**src/assert_macros.svh**
```systemverilog
// Assertion macros used by the bounding sphere merge top level.
`ifndef ASSERT_MACROS_SVH
`define ASSERT_MACROS_SVH

// Check a condition at every clock edge outside reset.
`define BSM_ASSERT(label, prop, msg) \
    label: assert property (@(posedge i_clk) disable iff (!i_rst_n) (prop)) \
        else $error(msg);

// Check that a condition implies a property in the next cycle.
`define BSM_ASSERT_NEXT(label, cond, prop, msg) \
    label: assert property (@(posedge i_clk) disable iff (!i_rst_n) (cond) |=> (prop)) \
        else $error(msg);

`endif

```
**src/bsm_pkg.sv**
```systemverilog
// Shared constants and types for the bounding sphere merge pipeline.
`timescale 1ns / 1ps

package bsm_pkg;

    localparam int RAD_W    = 31;
    localparam int RSUM_W   = 32;
    localparam int GROWTH_W = 63;

    // merge case codes
    localparam logic [1:0] CASE_NEW    = 2'd0;
    localparam logic [1:0] CASE_KEEP_A = 2'd1;
    localparam logic [1:0] CASE_KEEP_B = 2'd2;

    // pipeline control handed to each unit
    typedef struct packed {
        logic adv;
        logic valid;
    } t_pipe_ctl;

endpackage

```
**src/bsm_mul.sv**
```systemverilog
// Two-stage unsigned multiplier built from four half-width partial products.
`timescale 1ns / 1ps

module bsm_mul #(
    parameter int AW = 32,
    parameter int BW = 32,
    parameter int TW = 1
) (
    input  logic                 i_clk,
    input  logic                 i_rst_n,
    input  bsm_pkg::t_pipe_ctl   i_ctl,
    input  logic [AW-1:0]        i_a,
    input  logic [BW-1:0]        i_b,
    input  logic [TW-1:0]        i_tag,
    output logic                 o_valid,
    output logic [AW+BW-1:0]     o_prod,
    output logic [TW-1:0]        o_tag
);
    import bsm_pkg::*;

    localparam int AL = (AW + 1) / 2;
    localparam int AH = AW - AL;
    localparam int BL = (BW + 1) / 2;
    localparam int BH = BW - BL;
    localparam int PW = AW + BW;

    logic [AL+BL-1:0] r_ll;
    logic [AL+BH-1:0] r_lh;
    logic [AH+BL-1:0] r_hl;
    logic [AH+BH-1:0] r_hh;
    logic [TW-1:0]    r_tag1;
    logic [TW-1:0]    r_tag2;
    logic [PW-1:0]    r_prod;
    logic [PW-1:0]    n_prod;
    logic             r_vld1;
    logic             r_vld2;

    // advance the valid bits
    always_ff @(posedge i_clk) begin
        if (!i_rst_n) begin
            r_vld1 <= 1'b0;
            r_vld2 <= 1'b0;
        end else if (i_ctl.adv) begin
            r_vld1 <= i_ctl.valid;
            r_vld2 <= r_vld1;
        end
    end

    // combine the partial products
    always_comb begin
        n_prod = (PW'(r_hh) << (AL + BL)) + (PW'(r_lh) << BL) + (PW'(r_hl) << AL)
               + PW'(r_ll);
    end

    // partial products, then the sum
    always_ff @(posedge i_clk) begin
        if (i_ctl.adv) begin
            r_ll   <= i_a[AL-1:0] * i_b[BL-1:0];
            r_lh   <= i_a[AL-1:0] * i_b[BW-1:BL];
            r_hl   <= i_a[AW-1:AL] * i_b[BL-1:0];
            r_hh   <= i_a[AW-1:AL] * i_b[BW-1:BL];
            r_tag1 <= i_tag;
            r_prod <= n_prod;
            r_tag2 <= r_tag1;
        end
    end

    assign o_valid = r_vld2;
    assign o_prod  = r_prod;
    assign o_tag   = r_tag2;

endmodule

```
**config.mk**
```make
export PLATFORM = sky130hd
export DESIGN_NAME = bsm_mul
export DESIGN_NICKNAME = d
export VERILOG_FILES = /design/src/assert_macros.svh /design/src/bsm_pkg.sv /design/src/bsm_mul.sv
export SDC_FILE = /design/constraint.sdc
export NUM_CORES = 2
export LEC_CHECK = 0
export ABC_AREA = 1
export BUFFER_PORTS_ARGS = -buffer_cell sky130_fd_sc_hd__buf_2
export CORE_MARGIN = 5
export CORE_UTILIZATION = 60
export CTS_BUF_LIST = sky130_fd_sc_hd__clkbuf_8 sky130_fd_sc_hd__clkbuf_16
export DETAILED_ROUTE_END_ITERATION = 8
export GPL_ROUTABILITY_DRIVEN = 0
export PLACE_DENSITY_LB_ADDON = 0.3
export SLEW_MARGIN = 20
export SYNTH_ARGS = -nofsm -noshare
export SYNTH_HDL_FRONTEND = slang
export SYNTH_SLANG_ARGS = --single-unit
```
**constraint.sdc**
```tcl
create_clock -name i_clk -period 6.2 [get_ports i_clk]
set_input_delay 0 -clock i_clk [delete_from_list [all_inputs] [get_ports i_clk]]
set_output_delay 0 -clock i_clk [all_outputs]
set_load 0.005 [all_outputs]
```
==> out/qor.csv <==
metric,value,unit
share of the synthesized area in the top cell type,0.351,
Pins Over Slew Limit,0,
RSZ-0062 raised after global routing,no,
clk slew on worst S/H paths,0.09,ns
"commonest non-fill, non-tap cells in the layout","nand2_1 (1,811), inv_1 (1,697), fa_1 (809), ha_1 (448), nor2_1 (200)",
initial core utilization,0.606,
first-pass GRT wire length,204000,µm
TritonCTS clock tree,yes,
first drt pass iteration count,9,
YS warnings,0,
die area,0.0825,mm²
Crit-path slowest cell,buf_2,
Crit path max-delay family,adder cells,
Fin. Hold Viols,0,
mapped cell area,0.0461,mm²
post-route minimum period,5.44,ns
maximum clock path buffer count,2,
syn nets,7309,
total gr overflow,0,
Critical Path AT,5.67,ns
metal2 WL,55300,µm
final wirelength,125000,µm
Max transition margin,0.370,
Worst path max stage delay,0.66,ns
setup TNS,0,ns
Cell Rows,101,
top layer in use,met4,
ANT nets after route,0,
run status,"finished, final reports clean",
Ports,135,
critical path required time,6.43,ns
Yosys reg bits,196,
largest cells by area after synthesis,"fa_1 (35%), nand2_1 (15%), inv_1 (14%)",
met1 wire length,50500,µm
vias in the first global route,39300,
vias post-DR,38200,
detailed placer's ending HPWL,100000,µm
Hold Crit Class,in -> reg,
overall global routing resource usage,0.313,
total core area,0.0761,mm²
Root Driver,clkbuf_16,
Setup Viol. Count Final,0,
postcts setup bufs,0,
fin nets,7364,
largest fanout on the critical path,32,
IO Port Bufs,134,
die extent in x,287,µm
"most common cell after layout, fill and taps aside",nand2_1,
sequential area share after synthesis,0.127,
H-tree levels,4,
final worst-path cycle share,0.877,
initial antenna violation count,1,
CTS sink count,196,
Synth cell types,34,
CP startpoint kind,input port,
Layout area overhead,5.74,%
clk_lat worst skew,0.50,ns
crit-path cells,buf_2 -> nand2_1 -> fa_1 -> inv_1 -> fa_1 -> inv_1 -> fa_1 -> inv_1 -> fa_1 -> fa_1 -> inv_1 -> fa_1 -> inv_1 -> ha_1 -> a21oi_1 -> o21ai_0 -> a21oi_1 -> nand2_1 -> nand2_1 -> nand2_1 -> nand2_1 -> nand2_1,
WL/cell,17.6,µm
"area leader, netlist",fa_1,
DRC violations left,0,
vias per cell,5.40,
layout cell share with drive strength beyond 1,0.0532,
post-synthesis cell count,5983,
crit end category,register,
max cap viols,0,
Max Freq,0.184,GHz
WS Path Type,in -> reg,
die height,287,µm
average size of a mapped cell,7.70,µm²
pin count of the biggest net entering global routing,121,
Crit path buffers/inverters,6,
worst slew pin tran,0.945,ns
Num CTS Buffers,17,
Final Skew,0.0204,ns
WL met3,14500,µm
DR iter-0 viols,3938,
## synthesized netlist by cell type (all sizes together)
cell and number:
dfxtp 2, nand3 136, edfxtp 194, nor4 6
nand2 1829, and2 2, o21ai 74, xor2 78
ha 448, a21oi 145, a21boi 6, o21a 5
xnor2 14, a21o 11, nand3b 3, nor3b 1
nand4 42, fa 809, o21bai 10, nor3 33
a31oi 3, inv 1707, nor2 230, o211ai 3
clkbuf 192
## logic make-up after synthesis
kind of cell | count (synthesis) | synth area share
and+or+nand+nor | 2282 | 0.198
buffers and inverters | 1899 | 0.155
adders and majority gates | 1257 | 0.473
AOI/OAI and AO/OA | 257 | 0.0300
DFF | 196 | 0.127
xor gates and xnor gates | 92 | 0.0175
## what timing repair did
action,4_1_cts,5_1_grt
hold buffers,5,1
endpoints found under the hold margin,4,26
gates resized for setup,0,0
## sequential cells by signal, indices dropped and copies added (netlist names)
register and count:
o_prod 64, r_hh 32, r_hl 32, r_lh 32, r_ll 32, o_tag 1, o_valid 1, r_tag1 1
r_vld1 1
## worst paths after layout
kind,startpoint,to,slack [ns],cells after the start
max,i_a[7],r_lh[31],0.76,22
min,i_a[0],r_ll[0],0.08,3
max reg2reg,r_ll[17],o_prod[45],3.00,12
min reg2reg,r_tag1,o_tag,0.41,0
## tightest hold or removal path: stages
cell	delay, ns
buf_2	0.25
nand2_1	0.12
inv_1	0.04
## routing by layer
metal | vias up | track usage
met5 | - | 0
met4 | 0 | 0.106
li1 | 17400 | -
met3 | 285 | 0.0764
met2 | 2014 | 0.491
met1 | 18500 | 0.432
## stage by stage
stage          hold WS, ns  utilization  std cells  area, µm²  setup WS [ns]
2_1_floorplan       0.0989            -       5983      46100           1.33
3_3_place_gp         0.177        0.631       7042      48000          0.465
3_5_place_dp         0.179        0.631       7042      48000          0.465
4_1_cts             0.0360        0.640       7079      48700          0.998
5_1_grt             0.0666        0.641       7081      48700          0.519
6_report            0.0772        0.641       7083      48700          0.761
## layout make-up
cell class / count / area (µm²)
tap: 1030 / 1290
sequential: 196 / 5870
fill: 6600 / 27300
clock inverter: 15 / 179
multi-input combinational: 3888 / 33100
clock buffer: 17 / 425
inverter: 1707 / 6410
timing repair buffer: 228 / 1470
antenna: 2 / 5.00
Power is left out: the tool's default activity adds up to more than one toggle a clock period on the data nets, which glitch-free logic cannot reach.
