$ cat src/assert_macros.svh
// Assertion macros used by the bounding sphere merge top level.
`ifndef ASSERT_MACROS_SVH
`define ASSERT_MACROS_SVH

// Check a condition at every clock edge outside reset.
`define BSM_ASSERT(label, prop, msg) \
    label: assert property (@(posedge i_clk) disable iff (!i_rst_n) (prop)) \
        else $error(msg);

// Check that a condition implies a property in the next cycle.
`define BSM_ASSERT_NEXT(label, cond, prop, msg) \
    label: assert property (@(posedge i_clk) disable iff (!i_rst_n) (cond) |=> (prop)) \
        else $error(msg);

`endif

$ cat src/bsm_pkg.sv
// Shared constants and types for the bounding sphere merge pipeline.
`timescale 1ns / 1ps

package bsm_pkg;

    localparam int RAD_W    = 31;
    localparam int RSUM_W   = 32;
    localparam int GROWTH_W = 63;

    // merge case codes
    localparam logic [1:0] CASE_NEW    = 2'd0;
    localparam logic [1:0] CASE_KEEP_A = 2'd1;
    localparam logic [1:0] CASE_KEEP_B = 2'd2;

    // pipeline control handed to each unit
    typedef struct packed {
        logic adv;
        logic valid;
    } t_pipe_ctl;

endpackage

$ cat src/bsm_isqrt.sv
// Pipelined integer square root, one root bit per stage, truncated.
`timescale 1ns / 1ps

module bsm_isqrt #(
    parameter int RB = 33,
    parameter int TW = 1
) (
    input  logic                 i_clk,
    input  logic                 i_rst_n,
    input  bsm_pkg::t_pipe_ctl   i_ctl,
    input  logic [2*RB-1:0]      i_rad,
    input  logic [TW-1:0]        i_tag,
    output logic                 o_valid,
    output logic [RB-1:0]        o_root,
    output logic [TW-1:0]        o_tag
);
    import bsm_pkg::*;

    logic [RB+1:0]   r_rem  [RB];
    logic [RB-1:0]   r_root [RB];
    logic [2*RB-1:0] r_rad  [RB];
    logic [TW-1:0]   r_tag  [RB];
    logic [RB-1:0]   r_vld;

    // advance the valid bits
    always_ff @(posedge i_clk) begin
        if (!i_rst_n) begin
            r_vld <= '0;
        end else if (i_ctl.adv) begin
            r_vld <= {r_vld[RB-2:0], i_ctl.valid};
        end
    end

    for (genvar k = 0; k < RB; k++) begin : g_stage
        logic [RB+1:0]   p_rem;
        logic [RB-1:0]   p_root;
        logic [2*RB-1:0] p_rad;
        logic [TW-1:0]   p_tag;
        logic [RB+1:0]   sh;
        logic [RB+1:0]   trial;
        logic [RB+1:0]   n_rem;
        logic [RB-1:0]   n_root;

        if (k == 0) begin : g_first
            assign p_rem  = '0;
            assign p_root = '0;
            assign p_rad  = i_rad;
            assign p_tag  = i_tag;
        end else begin : g_next
            assign p_rem  = r_rem[k-1];
            assign p_root = r_root[k-1];
            assign p_rad  = r_rad[k-1];
            assign p_tag  = r_tag[k-1];
        end

        // bring down two radicand bits and try the next root bit
        always_comb begin
            sh    = {p_rem[RB-1:0], p_rad[2*(RB-1-k)+1 -: 2]};
            trial = {p_root, 2'b01};
            if (sh >= trial) begin
                n_rem  = sh - trial;
                n_root = {p_root[RB-2:0], 1'b1};
            end else begin
                n_rem  = sh;
                n_root = {p_root[RB-2:0], 1'b0};
            end
        end

        always_ff @(posedge i_clk) begin
            if (i_ctl.adv) begin
                r_rem[k]  <= n_rem;
                r_root[k] <= n_root;
                r_rad[k]  <= p_rad;
                r_tag[k]  <= p_tag;
            end
        end
    end

    assign o_valid = r_vld[RB-1];
    assign o_root  = r_root[RB-1];
    assign o_tag   = r_tag[RB-1];

endmodule

$ cat config.mk
export PLATFORM = sky130hd
export DESIGN_NAME = bsm_isqrt
export DESIGN_NICKNAME = d
export VERILOG_FILES = /design/src/assert_macros.svh /design/src/bsm_pkg.sv /design/src/bsm_isqrt.sv
export SDC_FILE = /design/constraint.sdc
export NUM_CORES = 2
export LEC_CHECK = 0
export BUFFER_PORTS_ARGS = -buffer_cell sky130_fd_sc_hd__buf_2
export CORE_ASPECT_RATIO = 0.7
export CORE_UTILIZATION = 38
export CTS_CLUSTER_SIZE = 40
export DETAILED_ROUTE_END_ITERATION = 10
export MAX_ROUTING_LAYER = met4
export PLACE_DENSITY = 0.51
export SETUP_SLACK_MARGIN = 0.4
export SLEW_MARGIN = 20
export SYNTH_ARGS = -nofsm -noshare
export SYNTH_HDL_FRONTEND = slang
export SYNTH_MEMORY_MAX_BITS = 65536
export SYNTH_SLANG_ARGS = --single-unit
export TNS_END_PERCENT = 100
$ cat constraint.sdc
create_clock -name i_clk -period 8.9 [get_ports i_clk]
set_input_delay 1.335 -clock i_clk [delete_from_list [all_inputs] [get_ports i_clk]]
set_output_delay 1.335 -clock i_clk [all_outputs]
set_load 0.01 [all_outputs]
==> metrics.md <==
| Metric | Value |
|---|---|
| Status | `complete, no violations` |
| Critical path's top delay family | `compound AO/OA/AOI/OAI gates` |
| HP Start | `r_rad[0][504]$_DFFE_PP_` |
| Max-Cap Viols | `0` |
| Post-CTS Setup Bufs | `0` |
| Via count | `74250` |
| Hold WC Path Type | `flip-flop to flip-flop` |
| Cell chain of the critical path | `ha_1 -> a21o_1 -> a21oi_1 -> o21ai_0 -> a2111oi_0 -> o211ai_1 -> a21oi_4 -> clkinv_1 -> buf_4 -> nand3b_1 -> mux2_2 -> nand3_1` |
| TritonCTS buffer count | `289` |
| Sw power | `10.75 mW` |
| Storage cell area | `80450 um^2` |
| Yosys synthesis warning count | `0` |
| # fillers | `29640` |
| WL final | `274100 um` |
| Syn Std Cell Area | `124400 um^2` |
| CP max stage delay | `760 ps` |
| Die W | `685.8 um` |
| Final hold vios | `0` |
| FF-to-FF Start | `r_rem[0][928]$_DFFE_PP_` |
| Tcrit/Tclk final | `0.5548` |
| DR iter-0 viols | `6792` |
| Starting Density | `0.3826` |
| Final Max Slew Viols | `0` |
| Routed wire per std cell | `19.06 um` |
| Resized cells post-CTS | `0` |
| DR DRC count | `0` |
| PD cells | `265.6 nW/um^2` |
| Max clock buf depth | `4` |
| Port Buf Inserts | `105` |
| Crit path buf inv count | `2` |
| Synth Flop Type | `edfxtp_1` |
| Setup-failing EPs final | `0` |
| Syn Area/Cell | `12.99 um^2` |
| Post-layout minimum cycle time | `4938 ps` |
| VDD IR max | `0.0001725 V` |
| Slowest CP cell | `a21oi_4` |
| WS Path Type | `flip-flop to flip-flop` |
| Net Count, Synth | `10240` |
| Share of layout cells above drive strength 1 | `0.07731` |
| Fin Setup TNS | `0 ps` |
| Largest net degree at the start of global routing | `192` |
| Leakage | `52.91 nW` |
| Multi-input logic area | `40480 um^2` |
| Flop pwr share | `0.461` |
| Site row count | `175` |
| Reg clk slew, reported paths | `60 ps` |
| First-pass GRT wire length | `424100 um` |
| Max_slew headroom | `0.2735` |
| Mapped Cells | `9573` |
| Total chip power | `37.12 mW` |
| Die height | `480.7 um` |
| P_int | `26.37 mW` |
| Drt pass-1 iters | `6` |
| Synthesis-to-finish area growth | `12.37%` |
| Die Area | `329700 um^2` |
| Net Sw Frac | `0.2896` |
| Worst EP arrival | `5540 ps` |
| Startpoint type of the worst setup path | `flip-flop` |
| Number of buffers inserted by hold repair at cts | `0` |
| Total gr overflow | `0` |
| Clock sink count | `2690` |
| Setup crit end kind | `flip-flop` |
| Drt via density | `5.165` |
| Vias in the first global route | `71290` |
| CTS tree | `done` |
| Combinational fraction of design power | `0.212` |
| Antenna violations before repair | `9` |
| Ys async rst share | `0` |
| Routed Antenna Nets | `0` |
| Clock network power share | `0.327` |
| GRT Total Usage | `0.1673` |
| CP startpoint | `r_rem[0][928]$_DFFE_PP_` |
| R2R setup slack | `3960 ps` |
| Final weighted congestion in routability-driven placement | `0.9013` |
| Post-synthesis sequential area ratio | `0.6467` |
| Hold Slack | `385.6 ps` |
| Count of state elements after synthesis | `2690` |
| Maximum clock rate | `202.5 MHz` |
| Worst Path Required | `9500 ps` |
| Number of synthesized flops with an enable pin | `2657` |
| Nets@finish | `10490` |
| Root buf cell | `clkbuf_16` |
| Post-DP HPWL | `196000 um` |
| Skew final | `64.63 ps` |
| Core area | `325200 um^2` |
| Ports | `106` |
| Worst-Skew Late Latency | `890 ps` |
| Worst-Margin Slew | `1081 ps` |
| Worst Path Max Fanout | `29` |
| RSZ-0062 raised after global routing | `no` |
| H-tree Lvls | `5` |
| Synth cell types | `86` |
-- Yosys cell counts, types with 87 or more instances --
cell type,n,share of area
clkbuf_1,193,0.0058
a21oi_1,546,0.022
mux2_2,97,0.0088
ha_1,595,0.060
xor2_1,404,0.028
xnor2_1,420,0.030
nand2_1,635,0.019
nor4_1,112,0.0056
edfxtp_1,2657,0.64
inv_1,741,0.022
nand3_1,174,0.0070
a21o_1,280,0.017
o21ai_0,524,0.021
nor2b_1,127,0.0064
or3_1,87,0.0044
nor3_1,224,0.0090
nand2b_1,106,0.0053
nand4_1,106,0.0053
o21a_1,111,0.0067
nor2_1,552,0.017
-- sequential cells by signal, summed over array words and instances, names as in the netlist --
register / cells
r_vld: 33
r_root: 561
r_rad: 1056
r_rem: 1007
r_tag: 33
-- cell usage in the layout (no fill, tap or decap), types with 61 or more instances in the layout --
| cell type | n |
|---|---|
| nand3_1 | 174 |
| a21oi_1 | 545 |
| ha_1 | 595 |
| nor4_1 | 112 |
| nand2_1 | 635 |
| nor3_1 | 222 |
| a31oi_1 | 70 |
| mux2_2 | 97 |
| a21o_1 | 280 |
| o21a_1 | 111 |
| nand4_1 | 106 |
| inv_1 | 741 |
| buf_2 | 104 |
| xnor2_1 | 420 |
| edfxtp_1 | 2657 |
| xor2_1 | 404 |
| or3_1 | 87 |
| nor2_1 | 551 |
| nor2b_1 | 126 |
| o31ai_1 | 61 |
| o21ai_0 | 522 |
| clkbuf_16 | 293 |
| nand2b_1 | 106 |
-- final cells by class --
class / count / share of cell area
sequential: 2690 / 0.5755
inverter: 743 / 0.01995
tap: 4336 / 0.03881
clock buffer: 334 / 0.05370
timing repair buffer: 164 / 0.008647
clock inverter: 176 / 0.01376
antenna: 2 / 0.00003580
multi-input combinational: 5931 / 0.2896
-- cells by family after synthesis --
logic type	Yosys count	synth area share
flip-flops	2690	0.6467
AND/OR/NAND/NOR	2411	0.09596
AO/OA/AOI/OAI	1955	0.09797
buffers and inverters	952	0.02882
XOR/XNOR	824	0.05802
adder cells (fa/ha/maj)	595	0.05985
multiplexers	145	0.01264
other	1	0.00003015
-- worst reg2reg max path, cell delays in order (launching register included) --
cell and delay [ps]:
edfxtp_1 400, ha_1 440, a21o_1 240, a21oi_1 190
o21ai_0 200, a2111oi_0 640, o211ai_1 280, a21oi_4 760
clkinv_1 750, buf_4 440, nand3b_1 130, mux2_2 140
nand3_1 90
-- metal layers --
layer	vias up	wire length, um	GRT usage
met2	1713	112600	0.2316
li1	36000	-	-
met3	405	13620	0.02319
met5	-	0	-
met4	0	6289	0.03999
met1	36130	141600	0.2570
-- through the flow --
stage | utilization | setup WS [ps] | cells | area [um^2]
after floorplan | - | 5071 | 9573 | 124400
after global placement | 0.4008 | 3913 | 13860 | 130300
after detailed placement | 0.4008 | 4011 | 13860 | 130300
after CTS | 0.4298 | 4024 | 14370 | 139800
after global routing | 0.4299 | 3672 | 14380 | 139800
final | 0.4299 | 3962 | 14380 | 139800
-- power groups by stage --
stage | clock (mW) | combinational (mW) | sequential (mW)
6_report | 12.1 | 7.86 | 17.1
5_1_grt | 13.0 | 8.74 | 17.3
4_1_cts | 12.6 | 7.84 | 17.1
3_5_place_dp | 0 | 7.79 | 17.4
3_3_place_gp | 0 | 7.72 | 17.4
2_1_floorplan | 0 | 5.72 | 16.8
-- worst paths after layout --
path	to	cells past startpoint
setup / recovery	r_rem[0][970]$_DFFE_PP_	12
hold / removal	r_rad[0][570]$_DFFE_PP_	0
setup reg to reg	r_rem[0][970]$_DFFE_PP_	12
hold reg to reg	r_rad[0][570]$_DFFE_PP_	0
Note: power is estimated with default switching activity, not from simulation.
